--- config.mk ---
export PLATFORM = sky130hd
export DESIGN_NAME = programmable_fsm_reachability_core
export DESIGN_NICKNAME = d
export VERILOG_FILES = /design/src/sv/pfr_pkg.sv /design/src/sv/pfr_table.sv /design/src/sv/pfr_datapath.sv /design/src/sv/pfr_ctrl.sv /design/src/sv/programmable_fsm_reachability_core.sv
export VERILOG_INCLUDE_DIRS = /design/src /design/src/sv
export SDC_FILE = /design/constraint.sdc
export NUM_CORES = 1
export LEC_CHECK = 0
export BUFFER_PORTS_ARGS = -buffer_cell sky130_fd_sc_hd__buf_4
export CAP_MARGIN = 20
export CORE_AREA = 2 2 89 134
export CTS_CLUSTER_SIZE = 12
export DETAILED_ROUTE_END_ITERATION = 16
export DIE_AREA = 0 0 91 136
export PLACE_DENSITY = 0.9
export SLEW_MARGIN = 20
export SYNTH_ARGS = -nofsm -noshare
export SYNTH_HDL_FRONTEND = slang
export SYNTH_HIERARCHICAL = 1
export SYNTH_SLANG_ARGS = --single-unit
--- constraint.sdc ---
create_clock -name clk_i -period 6.96 [get_ports clk_i]
set_clock_uncertainty 0.1 [all_clocks]
set_input_delay 0.696 -clock clk_i [delete_from_list [all_inputs] [get_ports clk_i]]
set_output_delay 0.696 -clock clk_i [all_outputs]
set_load 0.01 [all_outputs]
--- src/sv/programmable_fsm_reachability_core_assert.svh ---
// ----------------------------------------------------------------------------
// Assertion macros for the programmable FSM reachability core
// Concurrent checks on the rising clock edge, disabled while reset is low.
// ----------------------------------------------------------------------------
`ifndef PROGRAMMABLE_FSM_REACHABILITY_CORE_ASSERT_SVH
`define PROGRAMMABLE_FSM_REACHABILITY_CORE_ASSERT_SVH

`ifndef NO_ASSERTIONS

// Property must hold at every clock edge outside reset
`define PFR_ASSERT(lbl, clk, rstn, prop, msg) \
  lbl: assert property (@(posedge clk) disable iff (!rstn) prop) else $error(msg);

// Expression must never be true outside reset
`define PFR_ASSERT_NEVER(lbl, clk, rstn, expr, msg) \
  lbl: assert property (@(posedge clk) disable iff (!rstn) !(expr)) else $error(msg);

`else

`define PFR_ASSERT(lbl, clk, rstn, prop, msg)
`define PFR_ASSERT_NEVER(lbl, clk, rstn, expr, msg)

`endif

`endif

--- src/sv/pfr_pkg.sv ---
// ----------------------------------------------------------------------------
// pfr_pkg
// Shared types, codes and constants of the programmable FSM reachability core.
// ----------------------------------------------------------------------------
`timescale 1ns / 1ps

package pfr_pkg;

  // Default machine size and fixed field widths
  localparam int unsigned NumStatesDef = 8;
  localparam int unsigned FieldW       = 3;
  localparam int unsigned MaskW        = 8;
  localparam int unsigned MaxRows      = 8;
  localparam int unsigned RowCntW      = 3;
  localparam int unsigned InitState    = 4;

  // Stream payload widths
  localparam int unsigned InDataW  = 8;
  localparam int unsigned InUserW  = 3;
  localparam int unsigned OutDataW = 24;

  // Successor table after reset, entry 2*s+b (A=0 .. H=7)
  localparam logic [2:0] InitSucc [16] = '{
    3'd3, 3'd4, 3'd2, 3'd1, 3'd7, 3'd6, 3'd1, 3'd5,
    3'd0, 3'd1, 3'd6, 3'd0, 3'd4, 3'd7, 3'd5, 3'd3
  };

  // Command codes
  typedef enum logic [2:0] {
    OP_ADVANCE    = 3'd0,
    OP_CHANGE     = 3'd1,
    OP_GC_QUERY   = 3'd2,
    OP_GC_DELETE  = 3'd3,
    OP_DELETE_ONE = 3'd4,
    OP_LIST_ROWS  = 3'd5
  } opcode_e;

  // Result payload source
  typedef enum logic [1:0] {
    OUT_PLAIN,
    OUT_GC,
    OUT_ROW
  } out_kind_e;

  // Controller states
  typedef enum logic [3:0] {
    ST_IDLE,
    ST_DISPATCH,
    ST_ADV_WB,
    ST_EMIT,
    ST_GC_SCAN,
    ST_GC_LO,
    ST_GC_HI,
    ST_GC_DONE,
    ST_LIST_SCAN,
    ST_LIST_LO,
    ST_LIST_HI
  } ctl_state_e;

  // Controller to datapath commands
  typedef struct packed {
    logic      latch_in;
    logic      rd_adv;
    logic      upd_present;
    logic      wr_chg;
    logic      gc_init;
    logic      rd_lo;
    logic      rd_hi;
    logic      mark_exp;
    logic      merge;
    logic      idx_next;
    logic      pass_restart;
    logic      commit_gc;
    logic      list_init;
    logic      cap_zero;
    logic      load_out;
    out_kind_e out_kind;
    logic      out_status;
  } pfr_cmd_t;

  // Datapath to controller status
  typedef struct packed {
    opcode_e op;
    logic    tgt_ok;
    logic    pending;
    logic    undeleted;
    logic    idx_last;
    logic    changed;
    logic    out_free;
    logic    row_last;
  } pfr_stat_t;

endpackage

--- src/sv/pfr_table.sv ---
// ----------------------------------------------------------------------------
// pfr_table
// Successor memory, one write and one registered read port. Entries not yet
// written read as their reset successor, tracked by one valid bit each.
// ----------------------------------------------------------------------------
`timescale 1ns / 1ps

module pfr_table
  import pfr_pkg::*;
#(
  parameter int unsigned NumStates = NumStatesDef
) (
  input  logic                            clk_i,
  input  logic                            rst_ni,
  input  logic                            rd_en_i,
  input  logic [$clog2(NumStates):0]      rd_addr_i,
  output logic [$clog2(NumStates)-1:0]    rd_data_o,
  input  logic                            wr_en_i,
  input  logic [$clog2(NumStates):0]      wr_addr_i,
  input  logic [$clog2(NumStates)-1:0]    wr_data_i
);

  localparam int unsigned SW    = $clog2(NumStates);
  localparam int unsigned AW    = SW + 1;
  localparam int unsigned Depth = 2 * NumStates;

  logic [SW-1:0]    mem [Depth];
  logic [Depth-1:0] vld_q;
  logic [SW-1:0]    rd_data_q;
  logic             rd_vld_q;
  logic [AW-1:0]    rd_addr_q;
  logic [SW-1:0]    rst_tbl [Depth];

  // Build reset successors, reduced to the machine size
  for (genvar i = 0; i < Depth; i++) begin : g_rst
    localparam int unsigned RstVal =
      (i < 16) ? (int'(InitSucc[i % 16]) % NumStates) : (i / 2);
    assign rst_tbl[i] = SW'(RstVal);
  end

  // Write port
  always_ff @(posedge clk_i) begin
    if (wr_en_i) begin
      mem[wr_addr_i] <= wr_data_i;
    end
  end

  // Read port data
  always_ff @(posedge clk_i) begin
    if (rd_en_i) begin
      rd_data_q <= mem[rd_addr_i];
    end
  end

  // Valid bits and read tag
  always_ff @(posedge clk_i or negedge rst_ni) begin
    if (!rst_ni) begin
      vld_q     <= '0;
      rd_vld_q  <= 1'b0;
      rd_addr_q <= '0;
    end else begin
      if (wr_en_i) begin
        vld_q[wr_addr_i] <= 1'b1;
      end
      if (rd_en_i) begin
        rd_vld_q  <= vld_q[rd_addr_i];
        rd_addr_q <= rd_addr_i;
      end
    end
  end

  // Fall back to the reset successor for entries never written
  assign rd_data_o = rd_vld_q ? rd_data_q : rst_tbl[rd_addr_q];

endmodule

--- src/sv/pfr_datapath.sv ---
// ----------------------------------------------------------------------------
// pfr_datapath
// Current state, deleted mask, reachability walk registers, successor table
// and the result register facing the output stream.
// ----------------------------------------------------------------------------
`timescale 1ns / 1ps
`include "programmable_fsm_reachability_core_assert.svh"

module pfr_datapath
  import pfr_pkg::*;
#(
  parameter int unsigned NumStates = NumStatesDef
) (
  input  logic                clk_i,
  input  logic                rst_ni,
  input  pfr_cmd_t            cmd_i,
  output pfr_stat_t           stat_o,
  input  logic [2:0]          opcode_i,
  input  logic                in_bit_i,
  input  logic [FieldW-1:0]   target_state_i,
  input  logic [FieldW-1:0]   pick_state_i,
  output logic                out_valid_o,
  input  logic                out_ready_i,
  output logic [OutDataW-1:0] out_data_o,
  output logic                out_last_o
);

  localparam int unsigned NW = NumStates;
  localparam int unsigned SW = $clog2(NumStates);
  localparam int unsigned AW = SW + 1;

  // Latched command fields
  opcode_e           op_q;
  logic              bit_q;
  logic [FieldW-1:0] tgt_q;
  logic [FieldW-1:0] pick_q;

  // Machine and walk state
  logic [SW-1:0]      present_q, present_d;
  logic [NW-1:0]      deleted_q, deleted_d;
  logic [NW-1:0]      reach_q, reach_d;
  logic [NW-1:0]      expanded_q, expanded_d;
  logic               changed_q, changed_d;
  logic [SW-1:0]      idx_q, idx_d;
  logic [RowCntW-1:0] rows_q, rows_d;
  logic [SW-1:0]      row0_q;

  // Result register
  logic                out_valid_q;
  logic [OutDataW-1:0] out_data_q;
  logic                out_last_q;

  // Table port signals
  logic          rd_en;
  logic [AW-1:0] rd_addr;
  logic [SW-1:0] tbl_val;
  logic          wr_en;

  // Derived values
  logic          tgt_ok;
  logic          pick_in_range;
  logic          pick_hit;
  logic [NW-1:0] pick_bit;
  logic [NW-1:0] garbage;
  logic [NW-1:0] del_add;
  logic [NW-1:0] gc_mask;
  logic          gc_status;
  logic [NW-1:0] child_bit;
  logic          child_new;
  logic [NW-1:0] live;
  logic [NW-1:0] above;
  logic          row_last;
  logic          out_free;
  logic [OutDataW-1:0] out_word;
  logic          out_last_w;

  // Successor memory
  pfr_table #(
    .NumStates (NumStates)
  ) u_table (
    .clk_i     (clk_i),
    .rst_ni    (rst_ni),
    .rd_en_i   (rd_en),
    .rd_addr_i (rd_addr),
    .rd_data_o (tbl_val),
    .wr_en_i   (wr_en),
    .wr_addr_i ({present_q, bit_q}),
    .wr_data_i (SW'(tgt_q))
  );

  // Select table read address
  always_comb begin
    rd_en   = cmd_i.rd_adv | cmd_i.rd_lo | cmd_i.rd_hi;
    rd_addr = {present_q, bit_q};
    if (cmd_i.rd_lo) begin
      rd_addr = {idx_q, 1'b0};
    end else if (cmd_i.rd_hi) begin
      rd_addr = {idx_q, 1'b1};
    end
  end

  assign tgt_ok = int'(tgt_q) < int'(NumStates);
  assign wr_en  = cmd_i.wr_chg & tgt_ok;

  // Garbage and deletion decision
  assign garbage       = ~(deleted_q | reach_q);
  assign pick_in_range = int'(pick_q) < int'(NumStates);
  assign pick_bit      = NW'(1) << SW'(pick_q);
  assign pick_hit      = pick_in_range && ((garbage & pick_bit) != '0);

  always_comb begin
    unique case (op_q)
      OP_DELETE_ONE: begin
        gc_mask   = pick_hit ? pick_bit : '0;
        gc_status = ~pick_hit;
        del_add   = gc_mask;
      end
      OP_GC_DELETE: begin
        gc_mask   = garbage;
        gc_status = (garbage == '0);
        del_add   = garbage;
      end
      default: begin
        gc_mask   = garbage;
        gc_status = (garbage == '0);
        del_add   = '0;
      end
    endcase
  end

  // Child of the walk from the table read
  assign child_bit = NW'(1) << tbl_val;
  assign child_new = ((child_bit & (deleted_q | reach_q)) == '0);

  // Last listed row: no live state above idx, or row limit reached
  assign live     = ~deleted_q;
  assign above    = ~((NW'(2) << idx_q) - NW'(1));
  assign row_last = ((live & above) == '0) || (rows_q == RowCntW'(MaxRows - 1));

  assign out_free = ~out_valid_q | out_ready_i;

  // Next state of machine and walk registers
  always_comb begin
    present_d  = present_q;
    deleted_d  = deleted_q;
    reach_d    = reach_q;
    expanded_d = expanded_q;
    changed_d  = changed_q;
    idx_d      = idx_q;
    rows_d     = rows_q;
    if (cmd_i.upd_present) begin
      present_d = tbl_val;
    end
    if (cmd_i.gc_init) begin
      reach_d    = NW'(1) << present_q;
      expanded_d = '0;
      changed_d  = 1'b0;
      idx_d      = '0;
    end
    if (cmd_i.mark_exp) begin
      expanded_d = expanded_q | (NW'(1) << idx_q);
    end
    if (cmd_i.merge && child_new) begin
      reach_d   = reach_q | child_bit;
      changed_d = 1'b1;
    end
    if (cmd_i.idx_next) begin
      idx_d = idx_q + SW'(1);
    end
    if (cmd_i.pass_restart) begin
      idx_d     = '0;
      changed_d = 1'b0;
    end
    if (cmd_i.commit_gc) begin
      deleted_d = deleted_q | del_add;
    end
    if (cmd_i.list_init) begin
      idx_d  = '0;
      rows_d = '0;
    end
    if (cmd_i.load_out && (cmd_i.out_kind == OUT_ROW)) begin
      rows_d = rows_q + RowCntW'(1);
    end
  end

  always_ff @(posedge clk_i or negedge rst_ni) begin
    if (!rst_ni) begin
      present_q  <= SW'(InitState % NumStates);
      deleted_q  <= '0;
      reach_q    <= '0;
      expanded_q <= '0;
      changed_q  <= 1'b0;
      idx_q      <= '0;
      rows_q     <= '0;
    end else begin
      present_q  <= present_d;
      deleted_q  <= deleted_d;
      reach_q    <= reach_d;
      expanded_q <= expanded_d;
      changed_q  <= changed_d;
      idx_q      <= idx_d;
      rows_q     <= rows_d;
    end
  end

  // Capture command fields and zero successor of a listed row
  always_ff @(posedge clk_i) begin
    if (cmd_i.latch_in) begin
      op_q   <= opcode_e'(opcode_i);
      bit_q  <= in_bit_i;
      tgt_q  <= target_state_i;
      pick_q <= pick_state_i;
    end
    if (cmd_i.cap_zero) begin
      row0_q <= tbl_val;
    end
  end

  // Assemble result word: r1, r0, row, mask, current, status from the top down
  always_comb begin
    out_word   = '0;
    out_last_w = 1'b1;
    unique case (cmd_i.out_kind)
      OUT_GC: begin
        out_word = {3'b000, 3'b000, 3'b000, 3'b000, MaskW'(gc_mask),
                    FieldW'(present_q), gc_status};
      end
      OUT_ROW: begin
        out_word   = {3'b000, FieldW'(tbl_val), FieldW'(row0_q), FieldW'(idx_q),
                      MaskW'(0), FieldW'(present_q), 1'b0};
        out_last_w = row_last;
      end
      default: begin
        out_word = {3'b000, 3'b000, 3'b000, 3'b000, MaskW'(0),
                    FieldW'(present_q), cmd_i.out_status};
      end
    endcase
  end

  // Result register: load on command, drop on transfer
  always_ff @(posedge clk_i or negedge rst_ni) begin
    if (!rst_ni) begin
      out_valid_q <= 1'b0;
    end else if (cmd_i.load_out) begin
      out_valid_q <= 1'b1;
    end else if (out_ready_i) begin
      out_valid_q <= 1'b0;
    end
  end

  always_ff @(posedge clk_i) begin
    if (cmd_i.load_out) begin
      out_data_q <= out_word;
      out_last_q <= out_last_w;
    end
  end

  assign out_valid_o = out_valid_q;
  assign out_data_o  = out_data_q;
  assign out_last_o  = out_last_q;

  // Status to controller
  always_comb begin
    stat_o.op        = op_q;
    stat_o.tgt_ok    = tgt_ok;
    stat_o.pending   = reach_q[idx_q] & ~expanded_q[idx_q];
    stat_o.undeleted = ~deleted_q[idx_q];
    stat_o.idx_last  = (idx_q == SW'(NumStates - 1));
    stat_o.changed   = changed_q;
    stat_o.out_free  = out_free;
    stat_o.row_last  = row_last;
  end

  `PFR_ASSERT(a_expanded_in_reach, clk_i, rst_ni, (expanded_q & ~reach_q) == '0, "expanded state not in reached set")
  `PFR_ASSERT(a_delete_unreached, clk_i, rst_ni, cmd_i.commit_gc |-> ((del_add & reach_q) == '0), "deleting a reachable state")
  `PFR_ASSERT_NEVER(a_load_over_full, clk_i, rst_ni, cmd_i.load_out && !out_free, "result register overwritten")

endmodule

--- src/sv/pfr_ctrl.sv ---
// ----------------------------------------------------------------------------
// pfr_ctrl
// Command sequencer: dispatches each command, steps the reachability walk
// and the row listing, and hands results to the datapath result register.
// ----------------------------------------------------------------------------
`timescale 1ns / 1ps

module pfr_ctrl
  import pfr_pkg::*;
(
  input  logic      clk_i,
  input  logic      rst_ni,
  input  logic      in_valid_i,
  output logic      in_ready_o,
  input  pfr_stat_t stat_i,
  output pfr_cmd_t  cmd_o
);

  ctl_state_e state_q, state_d;

  // State register
  always_ff @(posedge clk_i or negedge rst_ni) begin
    if (!rst_ni) begin
      state_q <= ST_IDLE;
    end else begin
      state_q <= state_d;
    end
  end

  // Next state and commands
  always_comb begin
    state_d    = state_q;
    cmd_o      = '0;
    cmd_o.out_kind = OUT_PLAIN;
    in_ready_o = 1'b0;

    unique case (state_q)
      ST_IDLE: begin
        in_ready_o = 1'b1;
        if (in_valid_i) begin
          cmd_o.latch_in = 1'b1;
          state_d        = ST_DISPATCH;
        end
      end

      ST_DISPATCH: begin
        unique case (stat_i.op)
          OP_ADVANCE: begin
            cmd_o.rd_adv = 1'b1;
            state_d      = ST_ADV_WB;
          end
          OP_CHANGE: begin
            cmd_o.wr_chg = 1'b1;
            state_d      = ST_EMIT;
          end
          OP_GC_QUERY, OP_GC_DELETE, OP_DELETE_ONE: begin
            cmd_o.gc_init = 1'b1;
            state_d       = ST_GC_SCAN;
          end
          OP_LIST_ROWS: begin
            cmd_o.list_init = 1'b1;
            state_d         = ST_LIST_SCAN;
          end
          default: begin
            state_d = ST_EMIT;
          end
        endcase
      end

      ST_ADV_WB: begin
        cmd_o.upd_present = 1'b1;
        state_d           = ST_EMIT;
      end

      // Single result of advance, change or an unused code
      ST_EMIT: begin
        unique case (stat_i.op)
          OP_ADVANCE: cmd_o.out_status = 1'b0;
          OP_CHANGE:  cmd_o.out_status = ~stat_i.tgt_ok;
          default:    cmd_o.out_status = 1'b1;
        endcase
        if (stat_i.out_free) begin
          cmd_o.load_out = 1'b1;
          state_d        = ST_IDLE;
        end
      end

      // Sweep states; expand each reached one not yet expanded
      ST_GC_SCAN: begin
        priority if (stat_i.pending) begin
          cmd_o.rd_lo    = 1'b1;
          cmd_o.mark_exp = 1'b1;
          state_d        = ST_GC_LO;
        end else if (!stat_i.idx_last) begin
          cmd_o.idx_next = 1'b1;
        end else if (stat_i.changed) begin
          cmd_o.pass_restart = 1'b1;
        end else begin
          state_d = ST_GC_DONE;
        end
      end

      ST_GC_LO: begin
        cmd_o.merge = 1'b1;
        cmd_o.rd_hi = 1'b1;
        state_d     = ST_GC_HI;
      end

      ST_GC_HI: begin
        cmd_o.merge = 1'b1;
        state_d     = ST_GC_SCAN;
      end

      // Report and apply deletion in the same cycle
      ST_GC_DONE: begin
        cmd_o.out_kind = OUT_GC;
        if (stat_i.out_free) begin
          cmd_o.load_out  = 1'b1;
          cmd_o.commit_gc = 1'b1;
          state_d         = ST_IDLE;
        end
      end

      ST_LIST_SCAN: begin
        priority if (stat_i.undeleted) begin
          cmd_o.rd_lo = 1'b1;
          state_d     = ST_LIST_LO;
        end else if (!stat_i.idx_last) begin
          cmd_o.idx_next = 1'b1;
        end else begin
          state_d = ST_IDLE;
        end
      end

      ST_LIST_LO: begin
        cmd_o.cap_zero = 1'b1;
        cmd_o.rd_hi    = 1'b1;
        state_d        = ST_LIST_HI;
      end

      // Hold the row until the result register frees up
      ST_LIST_HI: begin
        cmd_o.out_kind = OUT_ROW;
        if (stat_i.out_free) begin
          cmd_o.load_out = 1'b1;
          if (stat_i.row_last) begin
            state_d = ST_IDLE;
          end else begin
            cmd_o.idx_next = 1'b1;
            state_d        = ST_LIST_SCAN;
          end
        end
      end

      default: begin
        state_d = ST_IDLE;
      end
    endcase
  end

endmodule

--- src/sv/programmable_fsm_reachability_core.sv ---
// ----------------------------------------------------------------------------
// programmable_fsm_reachability_core
// Editable binary-input state machine with a reachability-based collector.
// ----------------------------------------------------------------------------
// Commands arrive on the s_axis channel, one transfer each; the opcode rides
// in tuser. Results leave on m_axis; tlast marks the final result of a
// command. Every command gives one result except list rows, which gives one
// per undeleted state in ascending order.
// Advance passes through dispatch, table read and emit states; change and
// unused codes through dispatch and emit. Garbage commands walk the successor
// table over its single read port: each pass sweeps all NumStates states and
// reads both successors of each state expanded, and passes repeat until one
// adds no state; a dispatch state comes before the walk and a report state
// after it. Listing takes a dispatch state, then reads both successors of
// each listed row and steps over deleted states.
// One command is in work at a time; the next is taken once the last result
// is loaded, even while that result still waits in the output register.
// A stalled receiver holds the block in place; no result is dropped.
// Reset restores the initial transition table, clears the deleted mask and
// sets the current state to E; no clearing pass is needed.
// ----------------------------------------------------------------------------
`timescale 1ns / 1ps

module programmable_fsm_reachability_core
  import pfr_pkg::*;
#(
  parameter int unsigned NumStates = NumStatesDef
) (
  input  logic                clk_i,
  input  logic                rst_ni,
  input  logic                s_axis_tvalid_i,
  output logic                s_axis_tready_o,
  input  logic [InDataW-1:0]  s_axis_tdata_i,   // in_bit, target_state[2:0], pick_state[2:0]
  input  logic [InUserW-1:0]  s_axis_tuser_i,   // opcode[2:0]
  output logic                m_axis_tvalid_o,
  input  logic                m_axis_tready_i,
  output logic [OutDataW-1:0] m_axis_tdata_o,   // status, current_state[2:0], state_mask[7:0],
                                                // row_state[2:0], row_next_zero[2:0],
                                                // row_next_one[2:0]
  output logic                m_axis_tlast_o    // last
);

  pfr_cmd_t  cmd;
  pfr_stat_t stat;

  // Sequencer
  pfr_ctrl u_ctrl (
    .clk_i      (clk_i),
    .rst_ni     (rst_ni),
    .in_valid_i (s_axis_tvalid_i),
    .in_ready_o (s_axis_tready_o),
    .stat_i     (stat),
    .cmd_o      (cmd)
  );

  // Table, walk registers and result register
  pfr_datapath #(
    .NumStates (NumStates)
  ) u_datapath (
    .clk_i          (clk_i),
    .rst_ni         (rst_ni),
    .cmd_i          (cmd),
    .stat_o         (stat),
    .opcode_i       (s_axis_tuser_i[2:0]),
    .in_bit_i       (s_axis_tdata_i[0]),
    .target_state_i (s_axis_tdata_i[3:1]),
    .pick_state_i   (s_axis_tdata_i[6:4]),
    .out_valid_o    (m_axis_tvalid_o),
    .out_ready_i    (m_axis_tready_i),
    .out_data_o     (m_axis_tdata_o),
    .out_last_o     (m_axis_tlast_o)
  );

endmodule
==> results.cfg <==
[run_status]
outcome = completed

[cells_and_area]
layout-drive-gt1-share_pct = 20.8
nets = 677
layout.cells.most_common = edfxtp_1
final_cell_mix = edfxtp_1 (86), nor2_1 (62), dfrtp_1 (59), buf_4 (43), nand2_1 (33)
fin_util_pct = 73.5
stdcell_count = 810
syn_to_final_growth_pct = 13.3
final_area_um2 = 8290
diodes = 0

[drt]
drt_pass1_iterations = 6
wirelength_mm = 18.9
dr_total_vias = 5554
via_per_inst = 6.86
drc = 0
drtIter0Drc = 558
avgRoutedWirePerCell_um = 23.4
ant_nets = 0

[die]
io_pins = 42
die_w_um = 91
dieArea_um2 = 12400
die_h_um = 136
initial_core_util_pct = 64.8
rows = 48
core_um2 = 11300

[timing]
fmax_mhz = 222
finalCritPeriodShare_pct = 64.8
hold_viol_final = 0
tns_ns = 0
slew-limit-headroom_pct = 34.2
max_slew.worst_pin.slew_ns = 0.983
slew_viol_final = 0
rsz0062_at_grt = no
setup_violations = 0
final.min_clock_period_ns = 4.51

[critical_path]
worstReg2RegEnd = u_datapath/u_table/rd_vld_q$_DFFE_PN0P_
slowest_stage = mux4_1
crit_arrival_ns = 4.72
crit_chain = inv_1, or3_1, o311a_1, o31ai_1, nand3b_1, a21oi_1, nor2_1, o21ai_1, buf_4, mux4_1, mux4_2, mux2_4
critical_path_class = reg2reg
ff2ff_setup_slack_ns = 2.45
crit_fanout = 17
critPathLaunchType = flip-flop
crit_required_ns = 7.17
critical_path.top_delay_family = multiplexers
rr_worst_depth = 12
crit_buf_inv = 2
max_stage_delay_ns = 0.63
end_kind = flip-flop
crit_path_start = u_datapath/idx_q[0]$_DFFE_PN0P_
r2r_start = u_datapath/idx_q[0]$_DFFE_PN0P_
endpoint = u_datapath/u_table/rd_vld_q$_DFFE_PN0P_
path_depth = 12

[power_and_ir_drop]
power.ir.vdd_worst_v = 0.000275
post-layout-total-power_uw = 3940
cellLeakagePower_uw = 0.00324
pwr_density_cell_nw_per_um2 = 475

[clock_tree]
cts-hold-fix-buffers = 0
htreeDepth = 4
clk_latency_ns = 0.43
clk_pin_slew_ns = 0.07
cts_root_buffer = clkbuf_16
cts-resized-gates = 0
post_cts.repair.setup_buffers = 0
clockBufferDepth = 2
cts_tree = built
cts.sinks = 146
numCtsBuffers = 17

[place]
gp_congestion = 0.945
place_area_um2 = 7660
hpwl_mm = 13.0
dp.cells = 778
port_buffers = 37

[global_routing]
grt_max_degree = 61
grt_usage_pct = 32.0
grt_overflow = 0
grt_pass1_wl_mm = 29.6
grt_pass1_vias = 5537
antenna_found_initial = 0

[yosys]
ys_seq_elements = 146
synth_cells = 616
synth.distinct_cells = 83
synth_edf_count = 86
synth_area_um2 = 7320
synth-warning-count = 6
synthArstFlopShare_pct = 41.1
synthFlopType = edfxtp_1
syn_avg_cell_area_um2 = 11.9
ys_seq_area_share_pct = 55.8

[flow_run]
drv_cap = 0

[min_path]
hold_class = in2async
[worst reg2reg max path: cells and delay by family (launching register included)]
| kind | cells | cell delay [ns] |
|---|---|---|
| multiplexers | 3 | 1.40 |
| AND/OR/NAND/NOR | 3 | 0.72 |
| AO/OA/AOI/OAI | 4 | 1.09 |
| buffers and inverters | 2 | 0.57 |
| flip-flops | 1 | 0.54 |
[cells in the mapped netlist (all sizes together), types with 3 or more instances]
cell    number  area [um^2]
nor3        30          160
a21oi       31          155
nor2        64          243
inv         26         97.6
a31oi        3         18.8
xnor2        3         26.3
ha          15          188
o22ai        4         25.0
edfxtp      86         2580
nand3b       8         60.1
nor4         5         31.3
mux4        22          518
or2         21          131
nand3       11         55.1
a211oi      10         80.1
buf         17          128
and2         9         57.6
nand2       33          124
o21bai       4         30.0
or3b         4         35.0
or3          4         26.3
mux2         4         48.8
and3         8         50.1
nand2b      15          101
mux2i        4         40.0
o221ai       3         32.5
o31a         3         26.3
dfrtp       59         1480
nor2b        8         50.1
nor3b       10         75.1
clkbuf      16         60.1
o21ai       29          145
[final cells by class]
| type | instances | area (um^2) |
|---|---|---|
| fillers | 748 | 3000 |
| clock inverters | 15 | 204 |
| inverters | 27 | 101 |
| clock buffers | 17 | 425 |
| multi-input cells | 412 | 2970 |
| repair buffers | 43 | 323 |
| flip-flops and latches | 146 | 4090 |
| well taps | 150 | 188 |
[cells by family (layout without fill, tap and decap cells)]
group,Yosys count,after routing,synth area share [%]
buf+inv,60,102,3.95
fa+ha+maj,15,15,2.56
other cells,2,4,0.103
flops,146,146,55.8
mux,30,30,8.29
compound gates,120,120,11.4
xor+xnor,4,4,0.479
simple gates,239,239,17.4
[metal layers]
| metal | wire length (um) | share of wire [%] | track usage, % |
|---|---|---|---|
| met1 | 6140 | 32 | 33.0 |
| met4 | 1390 | 7.3 | 21.7 |
| met2 | 10100 | 53 | 57.8 |
| met5 | 0 | 0 | 0 |
| met3 | 1340 | 7.1 | 6.76 |
[flip-flops by register name, summed over array words and instances, names as in the netlist, 4 cells and up]
register,flops
u_ctrl/state_q,4
u_datapath/deleted_q,8
u_datapath/expanded_q,8
u_datapath/out_data_o,21
u_datapath/reach_q,8
u_datapath/u_table/mem,48
u_datapath/u_table/rd_addr_q,4
u_datapath/u_table/vld_q,16
[metrics by stage]
stage / hold WS (ns) / setup WS (ns)
floorplan: 0.300 / 3.16
global placement: 0.343 / 2.73
detailed placement: 0.353 / 2.53
CTS: 0.281 / 2.53
global route: 0.309 / 2.22
finish: 0.248 / 2.45
[worst min path at each step]
| stage | from | to | slack (ns) | depth (start not counted) |
|---|---|---|---|---|
| final | rst_ni | u_datapath/deleted_q[4]$_DFFE_PN0P_ | 0.25 | 1 |
| after global routing | rst_ni | u_datapath/deleted_q[5]$_DFFE_PN0P_ | 0.31 | 1 |
| after CTS | rst_ni | u_datapath/deleted_q[5]$_DFFE_PN0P_ | 0.28 | 1 |
| after detailed placement | u_datapath/u_table/vld_q[3]$_DFFE_PN0P_ | u_datapath/u_table/vld_q[3]$_DFFE_PN0P_ | 0.35 | 1 |
| after global placement | u_datapath/u_table/vld_q[3]$_DFFE_PN0P_ | u_datapath/u_table/vld_q[3]$_DFFE_PN0P_ | 0.34 | 1 |
| after floorplan | rst_ni | u_ctrl/state_q[0]$_DFFE_PN0P_ | 0.30 | 0 |
[power breakdown]
group | switching, uW | internal, uW | leakage, uW
logic | 906 | 678 | 0.00137
clock network | 426 | 491 | 0.000302
registers | 291 | 1150 | 0.00157
Power figures use the tool's default switching activity.
